[src/rtl/mwhf_pkg.sv]
// Shared types, constants and small functions of the masked window hole filter.
package mwhf_pkg;

  localparam int MAX_WIDTH_DEF   = 1024;
  localparam int HEIGHT_BITS_DEF = 32;

  localparam int WIN       = 7;
  localparam int FW_BITS   = 11;
  localparam int FH_BITS   = 13;
  localparam int ROW_BITS  = 13;
  localparam int NPIX_BITS = 24;
  localparam int LEAD_BITS = 13;
  localparam int SCAN_BITS = 25;
  localparam int WSUM_BITS = 11;
  localparam int CSUM_BITS = 18;
  localparam int WT_BITS   = 6;
  localparam int CFG_IDX_BITS = 2;

  localparam logic [FW_BITS-1:0] FW_RESET  = 11'd1024;
  localparam logic [FH_BITS-1:0] FH_RESET  = 13'd4096;
  localparam logic               CEN_RESET = 1'b1;

  localparam logic [CFG_IDX_BITS-1:0] REG_FRAME_WIDTH  = 2'd0;
  localparam logic [CFG_IDX_BITS-1:0] REG_FRAME_HEIGHT = 2'd1;
  localparam logic [CFG_IDX_BITS-1:0] REG_COLOR_ENABLE = 2'd2;

  typedef enum logic [3:0] {
    ST_IDLE,
    ST_CTR_RD,
    ST_CTR_CHK,
    ST_SWEEP,
    ST_DRAIN,
    ST_DIV_LOAD,
    ST_DIV_RUN,
    ST_OUT
  } state_t;

  typedef enum logic [1:0] {
    DSEL_H,
    DSEL_R,
    DSEL_G,
    DSEL_B
  } div_sel_t;

  typedef struct packed {
    logic     accept;
    logic     rd_ctr;
    logic     ctr_cap;
    logic     sweep_start;
    logic     sweep_step;
    logic     div_start;
    div_sel_t div_sel;
    logic     out_load;
  } cmd_t;

  typedef struct packed {
    logic emit;
    logic geom_busy;
    logic ctr_hole;
    logic sweep_last;
    logic wsum_zero;
    logic color_en;
    logic div_done;
    logic out_free;
  } status_t;

  function automatic logic [WT_BITS-1:0] dist_weight(input logic [2:0] d);
    logic [WT_BITS-1:0] w;
    case (d)
      3'd0:    w = 6'd49;
      3'd1:    w = 6'd36;
      3'd2:    w = 6'd25;
      3'd3:    w = 6'd16;
      3'd4:    w = 6'd9;
      3'd5:    w = 6'd4;
      3'd6:    w = 6'd1;
      default: w = 6'd0;
    endcase
    return w;
  endfunction

  // Distance of a window tap from the centre tap.
  function automatic logic [2:0] abs_off(input logic [2:0] i);
    return (i >= 3'd3) ? (i - 3'd3) : (3'd3 - i);
  endfunction

  // Ring offset of window row i relative to the centre row slot: (i + 4) mod 7.
  function automatic logic [2:0] row_slot_off(input logic [2:0] i);
    return (i < 3'd3) ? (i + 3'd4) : (i - 3'd3);
  endfunction

endpackage

[src/rtl/mwhf_ctrl.sv]
// Controller state machine of the hole filter.
module mwhf_ctrl (
  input  logic              clk,
  input  logic              rst_n,
  input  logic              in_valid,
  output logic              in_ready,
  input  mwhf_pkg::status_t status,
  output mwhf_pkg::cmd_t    cmd
);

  mwhf_pkg::state_t   state_r, state_nxt;
  mwhf_pkg::div_sel_t sel_r, sel_nxt;

  always_ff @(posedge clk) begin
    if (!rst_n) begin
      state_r <= mwhf_pkg::ST_IDLE;
      sel_r   <= mwhf_pkg::DSEL_H;
    end else begin
      state_r <= state_nxt;
      sel_r   <= sel_nxt;
    end
  end

  always_comb begin
    state_nxt   = state_r;
    sel_nxt     = sel_r;
    cmd         = '0;
    cmd.div_sel = sel_r;
    in_ready    = 1'b0;
    case (state_r)
      mwhf_pkg::ST_IDLE: begin
        in_ready   = !status.geom_busy;
        cmd.accept = in_valid && !status.geom_busy;
        if (cmd.accept && status.emit) begin
          state_nxt = mwhf_pkg::ST_CTR_RD;
        end
      end
      mwhf_pkg::ST_CTR_RD: begin
        cmd.rd_ctr = 1'b1;
        state_nxt  = mwhf_pkg::ST_CTR_CHK;
      end
      mwhf_pkg::ST_CTR_CHK: begin
        cmd.ctr_cap = 1'b1;
        if (status.ctr_hole) begin
          cmd.sweep_start = 1'b1;
          state_nxt       = mwhf_pkg::ST_SWEEP;
        end else begin
          state_nxt = mwhf_pkg::ST_OUT;
        end
      end
      mwhf_pkg::ST_SWEEP: begin
        cmd.sweep_step = 1'b1;
        if (status.sweep_last) begin
          state_nxt = mwhf_pkg::ST_DRAIN;
        end
      end
      mwhf_pkg::ST_DRAIN: begin
        state_nxt = mwhf_pkg::ST_DIV_LOAD;
      end
      mwhf_pkg::ST_DIV_LOAD: begin
        if (status.wsum_zero) begin
          state_nxt = mwhf_pkg::ST_OUT;
        end else begin
          sel_nxt       = mwhf_pkg::DSEL_H;
          cmd.div_sel   = mwhf_pkg::DSEL_H;
          cmd.div_start = 1'b1;
          state_nxt     = mwhf_pkg::ST_DIV_RUN;
        end
      end
      mwhf_pkg::ST_DIV_RUN: begin
        if (status.div_done) begin
          if (sel_r == mwhf_pkg::DSEL_B ||
              (sel_r == mwhf_pkg::DSEL_H && !status.color_en)) begin
            state_nxt = mwhf_pkg::ST_OUT;
          end else begin
            sel_nxt       = mwhf_pkg::div_sel_t'(sel_r + 2'd1);
            cmd.div_sel   = sel_nxt;
            cmd.div_start = 1'b1;
          end
        end
      end
      mwhf_pkg::ST_OUT: begin
        if (status.out_free) begin
          cmd.out_load = 1'b1;
          state_nxt    = mwhf_pkg::ST_IDLE;
        end
      end
      default: state_nxt = mwhf_pkg::ST_IDLE;
    endcase
  end

`ifndef SYNTHESIS
  a_div_start_runs: assert property (@(posedge clk) disable iff (!rst_n)
    cmd.div_start |=> state_r == mwhf_pkg::ST_DIV_RUN)
    else $error("divider started outside the division phase");

  a_div_done_waited: assert property (@(posedge clk) disable iff (!rst_n)
    status.div_done |-> state_r == mwhf_pkg::ST_DIV_RUN)
    else $error("divider finished while nobody waits for it");

  a_sweep_restart: assert property (@(posedge clk) disable iff (!rst_n)
    cmd.sweep_start |=> (state_r == mwhf_pkg::ST_SWEEP && !status.sweep_last))
    else $error("window sweep did not restart at the first tap");

  a_no_emit_idle: assert property (@(posedge clk) disable iff (!rst_n)
    (cmd.accept && !status.emit) |=> state_r == mwhf_pkg::ST_IDLE)
    else $error("item without a result left the idle state");
`endif

endmodule
[config.mk]
export PLATFORM = sky130hd
export DESIGN_NAME = mwhf_ctrl
export DESIGN_NICKNAME = d
export VERILOG_FILES = /design/src/rtl/mwhf_pkg.sv /design/src/rtl/mwhf_ctrl.sv
export SDC_FILE = /design/constraint.sdc
export NUM_CORES = 1
export LEC_CHECK = 0
export BUFFER_PORTS_ARGS = -buffer_cell sky130_fd_sc_hd__buf_2
export CORE_AREA = 2 2 39 41
export CTS_BUF_LIST = sky130_fd_sc_hd__clkbuf_8
export DETAILED_ROUTE_END_ITERATION = 6
export DIE_AREA = 0 0 41 43
export PLACE_DENSITY = 0.56
export SETUP_SLACK_MARGIN = 0.3
export SLEW_MARGIN = 30
export SYNTH_ARGS = -nofsm -noshare
export SYNTH_HDL_FRONTEND = slang
export SYNTH_SLANG_ARGS = --single-unit
[constraint.sdc]
create_clock -name clk -period 3.2 [get_ports clk]
set_input_delay 0.8 -clock clk [delete_from_list [all_inputs] [get_ports clk]]
set_output_delay 0.8 -clock clk [all_outputs]
set_load 0.005 [all_outputs]
==> run metrics <==
WHS Path Cells 2; layout cell share with drive strength beyond 1 0.338; CTS resizes 0; CTS buffer count 3; R2R Path Start state_r[2]; Int Pwr 0.000251 W; yosys warns 0; startpoint types primary input; fin crit share 0.777; Static Leak 0.284 nW; clock-pin slew on the worst setup and hold paths 0.03 ns; input/output buffers 20; DIE WIDTH 41 um; maxcap violations 0; vias in the first global route 370; Mapped Cells 55; DR WL/cell 9.95 um; Setup Fix Bufs, Post-CTS 0; Worst VDD drop 0.419 mV; number of fill cells in the layout 154; crit path DAT 1.69 ns; nets 92; total track usage 0.119; Rows 14; remaining antenna violation count after routing 0; area occupied by registers 100 um2; Combinational Power Share 0.409; Register-to-Register Path Depth 4; vias post-DR 459; Sw Share 0.352; CP startpoint status[2]; I/O Pins 21; clock tree buffer depth 2; crit path time final 2.49 ns; initial antenna violation count 0; Mapped Area 439 um2; number of synthesized flops with an enable pin 0; hpwl dp 745 um; GPL Wtd Cong 0.623; H-tree lvl count 1; FF+latch count, synth 5; Root Buffer clkbuf_8; Syn Nets 69; CTS tree done; pwr/cell area 662 nW/um2; detailed-route wire length 925 um; syn avg cell area 7.98 um2; number of vias per cell 4.94; Top Usage Layer GRT met2; Iter 0 DRT Violations 1; crit path capture type output pin; worst-skew pair later-pin latency 0.21 ns; most common cell in the netlist nand2_1; RSZ-0062 raised after global routing no; hold-fix buffers at CTS 0; Yosys top cell area share 0.228; Main synth FF type dfxtp_1; Fmax 402 MHz; Die H 43 um; sequential power share 0.311; synth unique cells 26; pin count of the biggest net entering global routing 16; Worst Hold Class reg -> reg; Antenna Cells 0; top cells by area, synth dfxtp_1, ha_1, nand2_1; starting density of the core 0.317; status finished clean; global route overflow 0; Pins Over Slew Limit 0; GR Util met3 0.0628; Post-synth ARST share 0; switching power 0.000136 W; worst hold path startpoint sel_r[0]; Clock Sinks 5; crit-path max FO 4; Total Power Consumption 0.000388 W; clock share of power 0.280; first-pass GRT wire length 1460 um; clock skew 0.00138 ns; most instantiated cells after synthesis nand2_1, dfxtp_1, nor2_1, o21ai_0; measured slew at the worst slew-check pin 0.483 ns; Placed Instance Area 541 um2; Fin. Hold Viols 0; fin area 586 um2; # DRC 0; Setup TNS Final 0 ns; footprint of the multi-input gates 313 um2; core area 1380 um2; die area 1760 um2; met2 Resource Use GR 0.172; Pre-antenna DRT Iters 2; Core Util, Final 0.423; synthesis-to-finish area growth 33.3%; dominant cell type by area after synthesis dfxtp_1; Required @ worst endpoint 2.40 ns; Worst slew margin 0.678; Final Setup Violations 0; sequential area share after synthesis 0.228; Setup CP Type in -> out; GR Util met1 0.158
## power by group through the flow
stage	combinational, W	sequential (W)	clock (W)
floorplan	0.000154	0.0000952	0
global placement	0.000161	0.000122	0
detailed placement	0.000161	0.000122	0
CTS	0.000161	0.000121	0.000113
global route	0.000181	0.000128	0.000118
finish	0.000158	0.000121	0.000109
## worst max-delay path, stage by stage
cell and delay, ns:
buf_2 0.09, nor2b_1 0.11, and4bb_1 0.23, o21a_1 0.20, mux2i_1 0.12, buf_2 0.13
## layer usage
metal | vias to the layer above | routed length [um]
met5 | - | 0
met4 | 0 | 0
met3 | 0 | 83
met2 | 17 | 417
met1 | 197 | 423
li1 | 245 | -
## registers in the layout, summed over array words and instances, names as in the netlist
| signal | cells |
|---|---|
| state_r | 3 |
| sel_r | 2 |
## path summary, 6_finish.rpt
| kind | to | slack, ns |
|---|---|---|
| max | cmd[1] | 0.71 |
| min | sel_r[0] | 0.50 |
| max reg2reg | state_r[0] | 1.56 |
| min reg2reg | sel_r[0] | 0.50 |
## cell usage in the layout (no fill, tap or decap), types with 2 or more instances in the layout
cell type,count
and2_1,2
nor2b_1,3
buf_2,20
o22ai_1,3
inv_1,3
dfxtp_1,5
nor2_1,4
nand2_1,9
nor3b_1,3
o21ai_0,4
ha_1,3
a31oi_1,2
clkbuf_8,3
## per-stage QoR
stage,cells,worst slack [ns],hold WS [ns]
detailed placement,89,0.711,0.487
global route,93,0.606,0.530
floorplan,55,0.915,0.464
CTS,93,0.707,0.493
finish,93,0.713,0.495
global placement,89,0.727,0.497
## kinds of logic after synthesis
| family | count (synthesis) | synth area share |
|---|---|---|
| buffers and inverters | 4 | 0.0598 |
| AOI/OAI and AO/OA | 15 | 0.242 |
| muxes | 2 | 0.0484 |
| DFF | 5 | 0.228 |
| and+or+nand+nor | 26 | 0.336 |
| adders and majority gates | 3 | 0.0855 |
## cell type report
type                       instances  area share
inverter                           2      0.0128
clock inverter                     1     0.00641
clock buffer                       3      0.0705
sequential                         5       0.171
timing repair buffer              20       0.171
multi-input combinational         46       0.534
tap                               16      0.0342
(Power assumes the default switching activity.)
